## src/rtl/remote_drive_motor_controller_defines.svh

```systemverilog
// ----------------------------------------------------------------------------
// Remote drive motor controller assertion macros
// Clocked assertion wrappers; they compile to nothing under SYNTHESIS.
// ----------------------------------------------------------------------------
`ifndef REMOTE_DRIVE_MOTOR_CONTROLLER_DEFINES_SVH
`define REMOTE_DRIVE_MOTOR_CONTROLLER_DEFINES_SVH

`ifndef SYNTHESIS
// Assertion that is off while reset is asserted
`define RMC_ASSERT(lbl, clk, rst_n, prop, msg) \
    lbl: assert property (@(posedge clk) disable iff (!rst_n) prop) else $error(msg);
// Assertion that also holds during reset
`define RMC_ASSERT_ALWAYS(lbl, clk, prop, msg) \
    lbl: assert property (@(posedge clk) prop) else $error(msg);
`else
`define RMC_ASSERT(lbl, clk, rst_n, prop, msg)
`define RMC_ASSERT_ALWAYS(lbl, clk, prop, msg)
`endif

`endif

```

## src/rtl/rmc_pkg.sv

```systemverilog
// ----------------------------------------------------------------------------
// Remote drive motor controller package
// Shared types, register indexes, reset values and motor level constants.
// ----------------------------------------------------------------------------
`default_nettype none

package rmc_pkg;

    // Configuration register indexes
    typedef enum logic [2:0] {
        CFG_DEADBAND       = 3'd0,
        CFG_SLEW_STEP      = 3'd1,
        CFG_DRIVE_SCALE    = 3'd2,
        CFG_FLY_UP_STEP    = 3'd3,
        CFG_FLY_TOP        = 3'd4,
        CFG_FLY_DOWN_STEP  = 3'd5,
        CFG_FLY_IDLE       = 3'd6,
        CFG_FLY_KILL_BELOW = 3'd7
    } cfg_index_t;

    localparam int CFG_W = 7;

    // Register reset values
    localparam logic [CFG_W-1:0] RST_DEADBAND       = 7'd25;
    localparam logic [CFG_W-1:0] RST_SLEW_STEP      = 7'd20;
    localparam logic [CFG_W-1:0] RST_DRIVE_SCALE    = 7'd79;
    localparam logic [CFG_W-1:0] RST_FLY_UP_STEP    = 7'd10;
    localparam logic [CFG_W-1:0] RST_FLY_TOP        = 7'd100;
    localparam logic [CFG_W-1:0] RST_FLY_DOWN_STEP  = 7'd15;
    localparam logic [CFG_W-1:0] RST_FLY_IDLE       = 7'd40;
    localparam logic [CFG_W-1:0] RST_FLY_KILL_BELOW = 7'd50;

    // Stick scaling: |stick| * scale, then divide by 100 via reciprocal
    localparam int                 SCALE_PROD_W  = 15;
    localparam int                 DIV100_FULL_W = 28;
    localparam logic [12:0]        DIV100_RECIP  = 13'd5243;
    localparam int                 DIV100_SHIFT  = 19;

    // Fixed motor levels
    localparam logic signed [7:0]  INTAKE_IN_LEVEL  = 8'sd80;
    localparam logic signed [7:0]  INTAKE_OUT_LEVEL = -8'sd90;
    localparam logic [6:0]         FEEDER_ON_LEVEL  = 7'd100;
    localparam logic signed [7:0]  ARM_UP_LEVEL     = 8'sd100;
    localparam logic signed [7:0]  ARM_DOWN_LEVEL   = -8'sd100;
    localparam logic [6:0]         LEVEL_MAX        = 7'd127;

    // Intake modes
    typedef enum logic [1:0] {
        INTAKE_STOP = 2'd0,
        INTAKE_IN   = 2'd1,
        INTAKE_OUT  = 2'd2
    } intake_mode_t;

    // Scaled stick: sign and magnitude of stick * scale
    typedef struct packed {
        logic                    neg;
        logic [SCALE_PROD_W-1:0] mag;
    } stick_prod_t;

    // Drive path settings
    typedef struct packed {
        logic [CFG_W-1:0] deadband;
        logic [CFG_W-1:0] slew_step;
    } drive_cfg_t;

    // Flywheel settings
    typedef struct packed {
        logic [CFG_W-1:0] up_step;
        logic [CFG_W-1:0] top;
        logic [CFG_W-1:0] down_step;
        logic [CFG_W-1:0] idle;
        logic [CFG_W-1:0] kill_below;
    } fly_cfg_t;

    // Mechanism buttons of one transaction
    typedef struct packed {
        logic fly_a;
        logic fly_b;
        logic kill_a;
        logic kill_b;
        logic intake_in;
        logic intake_out;
        logic feeder;
        logic arm_up;
        logic arm_down;
    } mech_btn_t;

    // Mechanism motor levels
    typedef struct packed {
        logic [6:0] fly_a;
        logic [7:0] fly_b;
        logic [7:0] intake;
        logic [6:0] feeder;
        logic [7:0] arm;
    } mech_out_t;

endpackage

`default_nettype wire

```

## src/rtl/rmc_scale.sv

```systemverilog
// ----------------------------------------------------------------------------
// Stick scaler
// Splits a stick value into sign and magnitude and multiplies the magnitude
// by the drive scale percent.
// ----------------------------------------------------------------------------
`default_nettype none

module rmc_scale import rmc_pkg::*; (
    input  wire logic signed [7:0]       stick,
    input  wire logic        [CFG_W-1:0] scale,
    output stick_prod_t                  prod
);

    logic [7:0] stick_mag;

    // -128 maps to magnitude 128, which still fits in 8 unsigned bits
    assign stick_mag = stick[7] ? 8'(-stick) : 8'(stick);

    assign prod.neg = stick[7];
    assign prod.mag = SCALE_PROD_W'(stick_mag) * SCALE_PROD_W'(scale);

endmodule

`default_nettype wire

```

## src/rtl/rmc_drive.sv

```systemverilog
// ----------------------------------------------------------------------------
// Drive path
// Reverse toggle, divide by 100, side swap, saturation, deadband and slew
// limit of both wheels, with the wheel state registers.
// ----------------------------------------------------------------------------
`default_nettype none

module rmc_drive import rmc_pkg::*; (
    input  wire logic               aclk,
    input  wire logic               aresetn,
    input  wire logic               step_en,
    input  wire drive_cfg_t         cfg,
    input  wire stick_prod_t        right_prod,
    input  wire stick_prod_t        left_prod,
    input  wire logic               reverse_btn,
    output logic signed [7:0]       right_level_next,
    output logic signed [7:0]       left_level_next
);

    logic              fwd_reg, fwd_next;
    logic              rev_held_reg;
    logic signed [7:0] right_level_reg, left_level_reg;
    stick_prod_t       right_src, left_src;
    logic signed [7:0] right_cmd, left_cmd;

    // Scaled product to saturated signed command
    function automatic logic signed [7:0] to_cmd(stick_prod_t p, logic negate);
        logic [DIV100_FULL_W-1:0] full;
        logic [8:0]               quo;
        logic [6:0]               mag;
        logic                     neg;
        full = DIV100_FULL_W'(p.mag) * DIV100_FULL_W'(DIV100_RECIP);
        quo  = 9'(full >> DIV100_SHIFT);
        mag  = (quo > 9'(LEVEL_MAX)) ? LEVEL_MAX : quo[6:0];
        neg  = p.neg ^ negate;
        return neg ? -$signed({1'b0, mag}) : $signed({1'b0, mag});
    endfunction

    // Deadband, then slew limit on outward changes only
    function automatic logic signed [7:0] wheel(logic signed [7:0] cmd,
                                                logic signed [7:0] level,
                                                logic [CFG_W-1:0]  db,
                                                logic [CFG_W-1:0]  st);
        logic signed [9:0] diff;
        logic signed [9:0] lim;
        logic [6:0]        mag;
        logic signed [7:0] res;
        mag  = cmd[7] ? 7'(-cmd) : cmd[6:0];
        diff = 10'(cmd) - 10'(level);
        lim  = $signed({3'b000, st});
        res  = 8'sd0;
        if (mag > db) begin
            if (diff > lim && !cmd[7] && cmd != 8'sd0) begin
                res = 8'(level + $signed({1'b0, st}));
            end else if (diff < -lim && cmd[7]) begin
                res = 8'(level - $signed({1'b0, st}));
            end else begin
                res = cmd;
            end
        end
        return res;
    endfunction

    // Reverse toggle acts on the press edge
    assign fwd_next = fwd_reg ^ (reverse_btn & ~rev_held_reg);

    // Forward: right wheel takes left stick; reversed: own stick, negated
    assign right_src = fwd_next ? left_prod  : right_prod;
    assign left_src  = fwd_next ? right_prod : left_prod;
    assign right_cmd = to_cmd(right_src, ~fwd_next);
    assign left_cmd  = to_cmd(left_src,  ~fwd_next);

    assign right_level_next = wheel(right_cmd, right_level_reg, cfg.deadband, cfg.slew_step);
    assign left_level_next  = wheel(left_cmd,  left_level_reg,  cfg.deadband, cfg.slew_step);

    // Drive state
    always_ff @(posedge aclk) begin
        if (!aresetn) begin
            fwd_reg         <= 1'b0;
            rev_held_reg    <= 1'b0;
            right_level_reg <= 8'sd0;
            left_level_reg  <= 8'sd0;
        end else if (step_en) begin
            fwd_reg         <= fwd_next;
            rev_held_reg    <= reverse_btn;
            right_level_reg <= right_level_next;
            left_level_reg  <= left_level_next;
        end
    end

endmodule

`default_nettype wire

```

## src/rtl/rmc_mech.sv

```systemverilog
// ----------------------------------------------------------------------------
// Mechanism control
// Flywheel ramp and kill, intake mode, feeder toggle and arm levels, with
// their toggle state registers.
// ----------------------------------------------------------------------------
`default_nettype none

module rmc_mech import rmc_pkg::*; (
    input  wire logic      aclk,
    input  wire logic      aresetn,
    input  wire logic      step_en,
    input  wire fly_cfg_t  cfg,
    input  wire mech_btn_t btn,
    output mech_out_t      drive
);

    logic         fly_on_reg, fly_on_next;
    logic         fly_held_reg, fly_held_next;
    logic [6:0]   fly_level_reg, fly_level_next;
    logic [6:0]   fly_ramp;
    logic [7:0]   fly_sum;
    intake_mode_t intake_mode_reg, intake_mode_next;
    logic         intake_held_reg;
    logic         feeder_on_reg, feeder_on_next;
    logic         feeder_held_reg;
    logic         fly_both, intake_any;

    assign fly_both   = btn.fly_a & btn.fly_b;
    assign intake_any = btn.intake_in | btn.intake_out;

    // Flywheel toggle; held clears only when both buttons are released
    assign fly_on_next   = fly_on_reg ^ (fly_both & ~fly_held_reg);
    assign fly_held_next = fly_both | (fly_held_reg & (btn.fly_a | btn.fly_b));

    // Flywheel ramp, clamped to 0..127, then the kill
    assign fly_sum = {1'b0, fly_level_reg} + {1'b0, cfg.up_step};
    always_comb begin
        if (fly_on_next && fly_level_reg < cfg.top) begin
            fly_ramp = (fly_sum > 8'(LEVEL_MAX)) ? LEVEL_MAX : fly_sum[6:0];
        end else if (!fly_on_next && fly_level_reg > cfg.idle) begin
            fly_ramp = (fly_level_reg < cfg.down_step) ? 7'd0
                                                       : fly_level_reg - cfg.down_step;
        end else begin
            fly_ramp = fly_level_reg;
        end
        if (btn.kill_a && btn.kill_b && !fly_on_next && fly_ramp < cfg.kill_below) begin
            fly_level_next = 7'd0;
        end else begin
            fly_level_next = fly_ramp;
        end
    end

    // Intake mode: in has priority; any press from a running mode stops
    always_comb begin
        intake_mode_next = intake_mode_reg;
        if (btn.intake_in && !intake_held_reg) begin
            intake_mode_next = (intake_mode_reg == INTAKE_STOP) ? INTAKE_IN : INTAKE_STOP;
        end else if (btn.intake_out && !intake_held_reg) begin
            intake_mode_next = (intake_mode_reg == INTAKE_STOP) ? INTAKE_OUT : INTAKE_STOP;
        end
    end

    // Feeder toggle
    assign feeder_on_next = feeder_on_reg ^ (btn.feeder & ~feeder_held_reg);

    // Motor levels
    always_comb begin
        drive.fly_a  = fly_level_next;
        drive.fly_b  = 8'(-{1'b0, fly_level_next});
        drive.feeder = feeder_on_next ? FEEDER_ON_LEVEL : 7'd0;
        case (intake_mode_next)
            INTAKE_IN:  drive.intake = INTAKE_IN_LEVEL;
            INTAKE_OUT: drive.intake = INTAKE_OUT_LEVEL;
            default:    drive.intake = 8'sd0;
        endcase
        if (btn.arm_up) begin
            drive.arm = ARM_UP_LEVEL;
        end else if (btn.arm_down) begin
            drive.arm = ARM_DOWN_LEVEL;
        end else begin
            drive.arm = 8'sd0;
        end
    end

    // Mechanism state
    always_ff @(posedge aclk) begin
        if (!aresetn) begin
            fly_on_reg      <= 1'b0;
            fly_held_reg    <= 1'b0;
            fly_level_reg   <= 7'd0;
            intake_mode_reg <= INTAKE_STOP;
            intake_held_reg <= 1'b0;
            feeder_on_reg   <= 1'b0;
            feeder_held_reg <= 1'b0;
        end else if (step_en) begin
            fly_on_reg      <= fly_on_next;
            fly_held_reg    <= fly_held_next;
            fly_level_reg   <= fly_level_next;
            intake_mode_reg <= intake_mode_next;
            intake_held_reg <= intake_any;
            feeder_on_reg   <= feeder_on_next;
            feeder_held_reg <= btn.feeder;
        end
    end

endmodule

`default_nettype wire

```

## src/rtl/remote_drive_motor_controller.sv

```systemverilog
// ----------------------------------------------------------------------------
// Remote drive motor controller
// Turns one remote control tick (two sticks, ten buttons) into seven motor
// levels: two wheels, two flywheel motors, intake, feeder and arm.
// ----------------------------------------------------------------------------
// Usage:
//   s_* is the tick channel (valid/ready), m_* the motor level channel
//   (valid/ready). Each accepted tick yields exactly one result transaction.
//   cfg_we/cfg_index/cfg_wdata write the eight 7-bit settings; write them
//   only while no tick is in flight.
//   Pipeline: input register, scaled-stick register, output register. A
//   result is valid once its tick has been loaded into the output register.
//   Throughput is one tick per cycle unless the receiver stalls; the toggle,
//   level and ramp state is updated as a tick moves into the output register.
//   Reset (aresetn low, synchronous) empties the pipeline, clears all
//   toggles and levels to zero, selects reversed drive mapping and loads
//   the default settings.
//   When the receiver stalls, the result holds in the output register, the
//   two earlier stages keep filling, and s_ready drops once all three are
//   full.
// ----------------------------------------------------------------------------
`default_nettype none
`include "remote_drive_motor_controller_defines.svh"

module remote_drive_motor_controller import rmc_pkg::*; (
    input  wire logic              aclk,
    input  wire logic              aresetn,
    // configuration
    input  wire logic              cfg_we,
    input  wire logic [2:0]        cfg_index,
    input  wire logic [CFG_W-1:0]  cfg_wdata,
    // tick channel
    input  wire logic              s_valid,
    output logic                   s_ready,
    input  wire logic signed [7:0] s_right_stick,
    input  wire logic signed [7:0] s_left_stick,
    input  wire logic              s_reverse_btn,
    input  wire logic              s_fly_btn_a,
    input  wire logic              s_fly_btn_b,
    input  wire logic              s_kill_btn_a,
    input  wire logic              s_kill_btn_b,
    input  wire logic              s_intake_in_btn,
    input  wire logic              s_intake_out_btn,
    input  wire logic              s_feeder_btn,
    input  wire logic              s_arm_up_btn,
    input  wire logic              s_arm_down_btn,
    // motor level channel
    output logic                   m_valid,
    input  wire logic              m_ready,
    output logic signed [7:0]      m_right_drive,
    output logic signed [7:0]      m_left_drive,
    output logic        [6:0]      m_fly_drive_a,
    output logic signed [7:0]      m_fly_drive_b,
    output logic signed [7:0]      m_intake_drive,
    output logic        [6:0]      m_feeder_drive,
    output logic signed [7:0]      m_arm_drive
);

    // Settings
    logic [CFG_W-1:0] deadband_reg, slew_step_reg, scale_reg;
    logic [CFG_W-1:0] fly_up_reg, fly_top_reg, fly_down_reg, fly_idle_reg, fly_kill_reg;
    drive_cfg_t       drive_cfg;
    fly_cfg_t         fly_cfg;

    // Pipeline control
    logic v1_reg, v2_reg, m_valid_reg;
    logic adv2, adv_out;

    // Stage 1 payload
    logic signed [7:0] st1_right_stick_reg, st1_left_stick_reg;
    logic              st1_rev_reg;
    mech_btn_t         st1_btn_reg;

    // Stage 2 payload
    stick_prod_t       right_prod, left_prod;
    stick_prod_t       st2_right_prod_reg, st2_left_prod_reg;
    logic              st2_rev_reg;
    mech_btn_t         st2_btn_reg;

    // Results
    logic signed [7:0] right_level_next, left_level_next;
    mech_out_t         mech_drive;
    logic signed [7:0] out_right_reg, out_left_reg;
    mech_out_t         out_mech_reg;

    // Settings register file
    always_ff @(posedge aclk) begin
        if (!aresetn) begin
            deadband_reg  <= RST_DEADBAND;
            slew_step_reg <= RST_SLEW_STEP;
            scale_reg     <= RST_DRIVE_SCALE;
            fly_up_reg    <= RST_FLY_UP_STEP;
            fly_top_reg   <= RST_FLY_TOP;
            fly_down_reg  <= RST_FLY_DOWN_STEP;
            fly_idle_reg  <= RST_FLY_IDLE;
            fly_kill_reg  <= RST_FLY_KILL_BELOW;
        end else if (cfg_we) begin
            unique case (cfg_index)
                CFG_DEADBAND:       deadband_reg  <= cfg_wdata;
                CFG_SLEW_STEP:      slew_step_reg <= cfg_wdata;
                CFG_DRIVE_SCALE:    scale_reg     <= cfg_wdata;
                CFG_FLY_UP_STEP:    fly_up_reg    <= cfg_wdata;
                CFG_FLY_TOP:        fly_top_reg   <= cfg_wdata;
                CFG_FLY_DOWN_STEP:  fly_down_reg  <= cfg_wdata;
                CFG_FLY_IDLE:       fly_idle_reg  <= cfg_wdata;
                CFG_FLY_KILL_BELOW: fly_kill_reg  <= cfg_wdata;
            endcase
        end
    end

    assign drive_cfg.deadband   = deadband_reg;
    assign drive_cfg.slew_step  = slew_step_reg;
    assign fly_cfg.up_step      = fly_up_reg;
    assign fly_cfg.top          = fly_top_reg;
    assign fly_cfg.down_step    = fly_down_reg;
    assign fly_cfg.idle         = fly_idle_reg;
    assign fly_cfg.kill_below   = fly_kill_reg;

    // Handshake: each stage moves when the next one is free or moving
    assign adv_out = v2_reg & (~m_valid_reg | m_ready);
    assign adv2    = v1_reg & (~v2_reg | adv_out);
    assign s_ready = ~v1_reg | adv2;

    always_ff @(posedge aclk) begin
        if (!aresetn) begin
            v1_reg      <= 1'b0;
            v2_reg      <= 1'b0;
            m_valid_reg <= 1'b0;
        end else begin
            if (s_valid && s_ready) begin
                v1_reg <= 1'b1;
            end else if (adv2) begin
                v1_reg <= 1'b0;
            end
            if (adv2) begin
                v2_reg <= 1'b1;
            end else if (adv_out) begin
                v2_reg <= 1'b0;
            end
            if (adv_out) begin
                m_valid_reg <= 1'b1;
            end else if (m_ready) begin
                m_valid_reg <= 1'b0;
            end
        end
    end

    // Stage 1: capture the tick
    always_ff @(posedge aclk) begin
        if (s_valid && s_ready) begin
            st1_right_stick_reg    <= s_right_stick;
            st1_left_stick_reg     <= s_left_stick;
            st1_rev_reg            <= s_reverse_btn;
            st1_btn_reg.fly_a      <= s_fly_btn_a;
            st1_btn_reg.fly_b      <= s_fly_btn_b;
            st1_btn_reg.kill_a     <= s_kill_btn_a;
            st1_btn_reg.kill_b     <= s_kill_btn_b;
            st1_btn_reg.intake_in  <= s_intake_in_btn;
            st1_btn_reg.intake_out <= s_intake_out_btn;
            st1_btn_reg.feeder     <= s_feeder_btn;
            st1_btn_reg.arm_up     <= s_arm_up_btn;
            st1_btn_reg.arm_down   <= s_arm_down_btn;
        end
    end

    // Stick times scale
    rmc_scale u_scale_right (
        .stick (st1_right_stick_reg),
        .scale (scale_reg),
        .prod  (right_prod)
    );

    rmc_scale u_scale_left (
        .stick (st1_left_stick_reg),
        .scale (scale_reg),
        .prod  (left_prod)
    );

    // Stage 2: scaled sticks and buttons
    always_ff @(posedge aclk) begin
        if (adv2) begin
            st2_right_prod_reg <= right_prod;
            st2_left_prod_reg  <= left_prod;
            st2_rev_reg        <= st1_rev_reg;
            st2_btn_reg        <= st1_btn_reg;
        end
    end

    // State update and motor levels
    rmc_drive u_drive (
        .aclk             (aclk),
        .aresetn          (aresetn),
        .step_en          (adv_out),
        .cfg              (drive_cfg),
        .right_prod       (st2_right_prod_reg),
        .left_prod        (st2_left_prod_reg),
        .reverse_btn      (st2_rev_reg),
        .right_level_next (right_level_next),
        .left_level_next  (left_level_next)
    );

    rmc_mech u_mech (
        .aclk    (aclk),
        .aresetn (aresetn),
        .step_en (adv_out),
        .cfg     (fly_cfg),
        .btn     (st2_btn_reg),
        .drive   (mech_drive)
    );

    // Output register
    always_ff @(posedge aclk) begin
        if (adv_out) begin
            out_right_reg <= right_level_next;
            out_left_reg  <= left_level_next;
            out_mech_reg  <= mech_drive;
        end
    end

    assign m_valid        = m_valid_reg;
    assign m_right_drive  = out_right_reg;
    assign m_left_drive   = out_left_reg;
    assign m_fly_drive_a  = out_mech_reg.fly_a;
    assign m_fly_drive_b  = $signed(out_mech_reg.fly_b);
    assign m_intake_drive = $signed(out_mech_reg.intake);
    assign m_feeder_drive = out_mech_reg.feeder;
    assign m_arm_drive    = $signed(out_mech_reg.arm);

    // Checks
    `RMC_ASSERT(a_in_capture, aclk, aresetn, (s_valid && s_ready) |=> v1_reg, "accepted transaction not captured")
    `RMC_ASSERT(a_out_load, aclk, aresetn, adv_out |=> m_valid, "state update without result")
    `RMC_ASSERT(a_fly_mirror, aclk, aresetn, m_valid |-> (m_fly_drive_b == -$signed(8'(m_fly_drive_a))), "flywheel motors disagree")
    `RMC_ASSERT(a_intake_code, aclk, aresetn, m_valid |-> (m_intake_drive == INTAKE_IN_LEVEL || m_intake_drive == INTAKE_OUT_LEVEL || m_intake_drive == 8'sd0), "bad intake level")
    `RMC_ASSERT(a_wheel_range, aclk, aresetn, m_valid |-> (m_right_drive != -8'sd128 && m_left_drive != -8'sd128), "wheel level out of range")

endmodule

`default_nettype wire
```

## config.mk

```make
export PLATFORM = sky130hd
export DESIGN_NAME = remote_drive_motor_controller
export DESIGN_NICKNAME = d
export VERILOG_FILES = /design/src/rtl/rmc_pkg.sv /design/src/rtl/rmc_scale.sv /design/src/rtl/rmc_drive.sv /design/src/rtl/rmc_mech.sv /design/src/rtl/remote_drive_motor_controller.sv
export VERILOG_INCLUDE_DIRS = /design/src /design/src/rtl
export SDC_FILE = /design/constraint.sdc
export NUM_CORES = 1
export LEC_CHECK = 0
export BUFFER_PORTS_ARGS = -buffer_cell sky130_fd_sc_hd__buf_2
export CAP_MARGIN = 20
export CORE_ASPECT_RATIO = 0.5
export CORE_MARGIN = 5
export CORE_UTILIZATION = 55
export CTS_CLUSTER_SIZE = 24
export DETAILED_ROUTE_END_ITERATION = 10
export PLACE_DENSITY = 0.74
export SLEW_MARGIN = 20
export SYNTH_ARGS = -nofsm -noshare
export SYNTH_HDL_FRONTEND = slang
export SYNTH_SLANG_ARGS = --single-unit
```

## constraint.sdc

```tcl
create_clock -name aclk -period 11 [get_ports aclk]
set_input_delay 0.55 -clock aclk [delete_from_list [all_inputs] [get_ports aclk]]
set_output_delay 0.55 -clock aclk [all_outputs]
set_load 0.05 [all_outputs]
```

==> impl_metrics.json, run 1 <==
{
  "synth_top_area_share_pct": 20.1,
  "cp_max_fo": 9,
  "start_util_pct": 55.4,
  "htreeDepth": 4,
  "cts_tree": "built",
  "antenna_found_initial": 0,
  "ys_seq_area_share_pct": 20.6,
  "fin_nets": 3385,
  "portBuffers": 88,
  "clock_path_buffers": 2,
  "cts_hold_buf": 0,
  "async_flop_share_pct": 0,
  "ys_warn_count": 0,
  "ant_nets": 0,
  "clk_latency_ns": 0.46,
  "crit_type": "register to register",
  "clk_pin_slew_ns": 0.07,
  "vias_per_cell": 5.64,
  "ys_types": 97,
  "syn_avg_cell_area_um2": 8.99,
  "fillers": 3774,
  "die_w_um": 305,
  "ys.flop_type": "edfxtp_1",
  "core_um2": 43400,
  "post-route-period-util_pct": 95.2,
  "use_met3_pct": 3.44,
  "dr.pass1.iters": 7,
  "syn_to_final_growth_pct": 8.63,
  "critical-path-max-stage-delay_ns": 0.56,
  "die_h_um": 158,
  "dpl.hpwl_mm": 47.3,
  "place_area_um2": 25200,
  "cts.sinks": 195,
  "critPathCaptureType": "register",
  "cp_data_required_time_ns": 11.17,
  "slowest_stage": "xor2_1",
  "top_usage_layer": "met2",
  "core.rowCount": 54,
  "grt_use_met1_pct": 30.8,
  "gp_congestion": 0.971,
  "fp.dieArea_um2": 48200,
  "drc_errors": 0,
  "skew_ns": 0.0270,
  "clockRootBuffer": "clkbuf_16",
  "slew_viol_final": 0,
  "hold_viol": 0,
  "synth-seq-cells": 195,
  "multiInputGateArea_um2": 17200,
  "grt_usage_pct": 24.2,
  "fmax_ghz": 0.0955,
  "drtIter0Drc": 1229,
  "synth_edf_count": 104,
  "grt_pass1_wl_mm": 95.6,
  "cp-start-kind": "register",
  "grt_pass1_vias": 19162,
  "placed_cells": 3324,
  "critical_path.most_common_cell": "inv_1",
  "final_common_cell": "inv_1",
  "design_area_um2": 26100,
  "yosys-top-cells-area": "ha_1 20%, fa_1 15%, edfxtp_1 13%",
  "io_pins": 97,
  "cp.arrival_ns": 10.65,
  "antennaDiodeCount": 0,
  "grt_max_degree": 81,
  "cap_viol_max_count": 0,
  "outcome": "finished, final reports clean",
  "synthCells": 2671,
  "wirelength_mm": 58.2,
  "syn_area_um2": 24000,
  "post-route-min-period_ns": 10.48,
  "fin_util_pct": 60.1,
  "synth_top_area_cell": "ha_1",
  "layout_common_cells": "439 x inv_1, 386 x ha_1, 291 x nand2_1",
  "fin_cells": 3375,
  "via_count": 19047,
  "gr-total-overflow": 0,
  "wl_per_cell_um": 17.2,
  "hp-class": "primary input to register",
  "max_slew_margin_pct": 29.4,
  "cts_buffers": 17,
  "worst_slew_pin_slew_ns": 1.06,
  "drive_above_1_share_pct": 8.58,
  "setup_violations": 0,
  "register_area_um2": 4950,
  "use_met2_pct": 44.1
}
[kinds of logic after synthesis]
group | share of synthesized area, %
adder cells (fa/ha/maj) | 35.5
AO/OA/AOI/OAI | 14.9
AND/OR/NAND/NOR | 13.6
multiplexers | 1.61
other | 0.0156
flip-flops | 20.6
buffers and inverters | 8.45
XOR/XNOR | 5.40
[per-stage QoR]
stage / worst slack (ns) / setup TNS [ns] / hold slack, ns
final: 0.524 / 0 / 0.267
after CTS: 0.0381 / 0 / 0.249
after detailed placement: -0.321 / -1.55 / 0.406
after floorplan: 0.0432 / 0 / 0.400
after global routing: -0.0866 / -0.156 / 0.255
after global placement: -0.171 / -0.499 / 0.401
[layout make-up]
type | count | area share (%)
multi-input combinational | 1966 | 66.0
sequential | 195 | 19.0
inverter | 442 | 6.36
timing repair buffer | 152 | 3.55
tap | 588 | 2.82
clock buffer | 18 | 1.65
clock inverter | 14 | 0.652
[routing by layer]
metal  up-vias  wire length [um]
met2       493             28500
li1       9230                 -
met3        96              3050
met5         -                 0
met4         0              1320
met1      9228             25300
[final timing paths]
| check | startpoint | end | slack (ns) | cells past startpoint |
|---|---|---|---|---|
| worst min register to register | st1_btn_reg[3]$_DFFE_PP_ | st2_btn_reg[3]$_DFFE_PP_ | 0.42 | 0 |
| worst max-delay path | st2_rev_reg$_DFFE_PP_ | m_left_drive[5]$_DFFE_PP_ | 0.52 | 41 |
| worst max register to register | st2_rev_reg$_DFFE_PP_ | m_left_drive[5]$_DFFE_PP_ | 0.52 | 41 |
| worst min-delay path | s_kill_btn_b | st1_btn_reg[5]$_DFFE_PP_ | 0.27 | 1 |
[synth_stat cells, drive strengths merged (21+ instances only)]
master and instances:
o211ai 25, o21a 27, nor2b 26, a21boi 47, a21oi 115, inv 441, nand4 21, ha 386
nor2 117, nand3 50, buf 33, clkbuf 44, mux2i 33, nor3 25, a21o 35, o21ai 75
nand2 292, edfxtp 104, xnor2 88, and2 69, fa 184, dfxtp 91, o21bai 47, xor2 60
[critical path, delay by kind of cell (launching register included)]
family                     cells  cell delay [ns]
DFF                            1             0.35
and+or+nand+nor                8             1.49
adders and majority gates      9             3.47
buffers and inverters          9             0.99
AOI/OAI and AO/OA             11             2.58
muxes                          1             0.19
xor gates and xnor gates       3             1.11
[what timing repair did]
item	in CTS	in global routing
endpoints found under the hold margin	0	0
gates cloned	0	2
setup buffers	0	17
gates resized for setup	6	18
pin swaps	1	8
setup endpoints to repair	16	29
Power of run 1 is not shown: default switching activity piles up to over one toggle a cycle in this logic, so the estimate is an artifact.
==> run 2, diff against run 1 <==
Settings changed: ABC_AREA set to 1, CORE_UTILIZATION 55 to 59, CTS_BUF_LIST set to sky130_fd_sc_hd__clkbuf_4, PLACE_DENSITY 0.74 to 0.79.
==> impl_metrics.json, run 2 <==
{
  "hold_viol": 0,
  "rsz0062_at_grt": "false",
  "skew_ns": 0.0450,
  "slew_viol_final": 0,
  "max_slew_margin_pct": 35.7,
  "cts_buffers": 17,
  "ant_nets": 0,
  "multiInputGateArea_um2": 16700,
  "critPathCaptureType": "register",
  "yosysMostFrequentCell": "inv_1",
  "synthCells": 3131,
  "antenna_found_initial": 1,
  "post_cts_buffers": 0,
  "layout_common_cells": "700 x inv_1, 571 x nand2_1, 386 x ha_1",
  "die_w_um": 299,
  "setup_violations": 0,
  "netlist_top_cells_count": "702 x inv_1, 571 x nand2_1, 386 x ha_1, 197 x nor2_1, 188 x a21oi_1",
  "drc_errors": 0,
  "ys_types": 57,
  "grt_pass1_vias": 19789,
  "gp_congestion": 0.924,
  "clock_path_buffers": 2,
  "cts_tree": "built",
  "core.rowCount": 52,
  "synth_edf_count": 104,
  "gr-total-overflow": 0,
  "outcome": "finished, final reports clean",
  "worstHoldEndpoint": "st1_btn_reg[5]$_DFFE_PP_",
  "wirelength_mm": 58.5,
  "cp_data_required_time_ns": 11.47,
  "place_area_um2": 25500,
  "worst_slew_pin_slew_ns": 0.958,
  "io_pins": 97,
  "dpl.hpwl_mm": 48.7,
  "post-route-period-util_pct": 90.8,
  "ff2ff_setup_slack_ns": 1.02,
  "die_h_um": 154,
  "async_flop_share_pct": 0,
  "critical_path.most_common_cell": "inv_1",
  "clk_latency_ns": 0.67,
  "drtIter0Drc": 1593,
  "critical_path.top_delay_family": "adder cells",
  "ys_warn_count": 0,
  "grt_usage_pct": 25.7,
  "cp.arrival_ns": 10.45,
  "dp_slack_ns": 1.13,
  "fin_setup_tns_ns": 0,
  "via_count": 20183,
  "synth_top_area_cell": "ha_1",
  "synth-seq-cells": 195,
  "r2r_cells": 49,
  "wl_per_cell_um": 15.6,
  "crit_type": "register to register",
  "critical-path-max-stage-delay_ns": 0.53,
  "design_area_um2": 26000,
  "drive_above_1_share_pct": 7.52,
  "cts.sinks": 195,
  "dr.pass1.iters": 5,
  "final_common_cell": "inv_1",
  "hp-class": "primary input to register",
  "ys.flop_type": "edfxtp_1",
  "clk_pin_slew_ns": 0.23,
  "grt_pass1_wl_mm": 97.6,
  "fin_util_pct": 63.6,
  "cp-start-kind": "register",
  "synth_top_area_share_pct": 19.6,
  "reg2reg_to": "m_right_drive[1]$_DFFE_PP_",
  "htreeDepth": 4,
  "fin_nets": 3815,
  "start_util_pct": 60.3,
  "clockRootBuffer": "clkbuf_4",
  "cap_viol_max_count": 0,
  "portBuffers": 88,
  "fin_ws_ns": 1.02,
  "path_buf_inv": 11,
  "fp.dieArea_um2": 46100,
  "syn_area_um2": 24600,
  "core_um2": 40800,
  "syn_avg_cell_area_um2": 7.85,
  "worstReg2RegStart": "st2_rev_reg$_DFFE_PP_",
  "whs_path_depth": 1,
  "fmax_ghz": 0.100,
  "post-route-min-period_ns": 9.98,
  "grt_max_degree": 83,
  "syn_to_final_growth_pct": 5.58,
  "yosys-top-cells-area": "ha_1 20%, fa_1 15%, edfxtp_1 13%",
  "ys_seq_area_share_pct": 20.1,
  "register_area_um2": 4940,
  "vias_per_cell": 5.37,
  "slowest_stage": "fa_1",
  "worstHoldStart": "s_kill_btn_b",
  "cp_max_fo": 61,
  "fillers": 3520
}
-- run 2: area by class of cell --
cell class              count  share of cell area [%]
flip-flops and latches    195                    19.1
diodes                      1                 0.00964
multi-input cells        2168                    64.3
clock inverters            15                   0.892
well taps                 540                    2.60
inverters                 719                    10.4
repair buffers            103                    2.23
clock buffers              17                   0.492
-- run 2: repair_timing --
item                      CTS  global route
hold buffers                0             5
resized for setup           0             0
hold endpoints to repair    0             5
-- run 2: layer usage --
layer	vias up	GRT usage [%]	routed length (um)
li1	10018	-	-
met1	9529	35.4	27000
met2	565	44.2	27100
met3	71	3.60	3520
met4	0	4.62	868
met5	-	0	0
-- run 2: metrics by stage --
stage	hold slack (ns)	cells
2_1_floorplan	0.400	3138
3_3_place_gp	0.403	3720
3_5_place_dp	0.408	3720
4_1_cts	0.00294	3752
5_1_grt	0.000110	3758
6_report	0.0572	3758
-- run 2: worst max path at each step --
| stage | start | to | slack, ns | depth (start not counted) |
|---|---|---|---|---|
| 2_1_floorplan | st2_rev_reg$_DFFE_PP_ | m_right_drive[2]$_DFFE_PP_ | 1.79 | 48 |
| 6_report | st2_rev_reg$_DFFE_PP_ | m_right_drive[1]$_DFFE_PP_ | 1.02 | 49 |
| 4_1_cts | u_drive.rev_held_reg$_SDFFE_PN0P_ | m_left_drive[0]$_DFFE_PP_ | 1.11 | 51 |
| 3_3_place_gp | u_drive.rev_held_reg$_SDFFE_PN0P_ | m_right_drive[6]$_DFFE_PP_ | 1.31 | 50 |
| 3_5_place_dp | st2_rev_reg$_DFFE_PP_ | m_right_drive[2]$_DFFE_PP_ | 1.13 | 49 |
| 5_1_grt | u_drive.rev_held_reg$_SDFFE_PN0P_ | m_right_drive[1]$_DFFE_PP_ | 0.14 | 51 |
-- run 2: worst reg2reg max path, delay by kind of cell, from the launching register on --
kind / cells / cell delay, ns
flops: 1 / 0.42
fa+ha+maj: 9 / 3.57
simple gates: 15 / 1.94
buf+inv: 11 / 1.33
compound gates: 11 / 1.85
xor+xnor: 3 / 0.76
-- run 2: logic make-up after synthesis --
kind of cell / after synthesis / synth area share [%]
compound gates: 456 / 10.5
xor+xnor: 126 / 4.55
fa+ha+maj: 570 / 34.6
buf+inv: 775 / 12.2
flops: 195 / 20.1
other cells: 1 / 0.0153
simple gates: 1008 / 18.1
Power of run 2 is left out for the same reason.
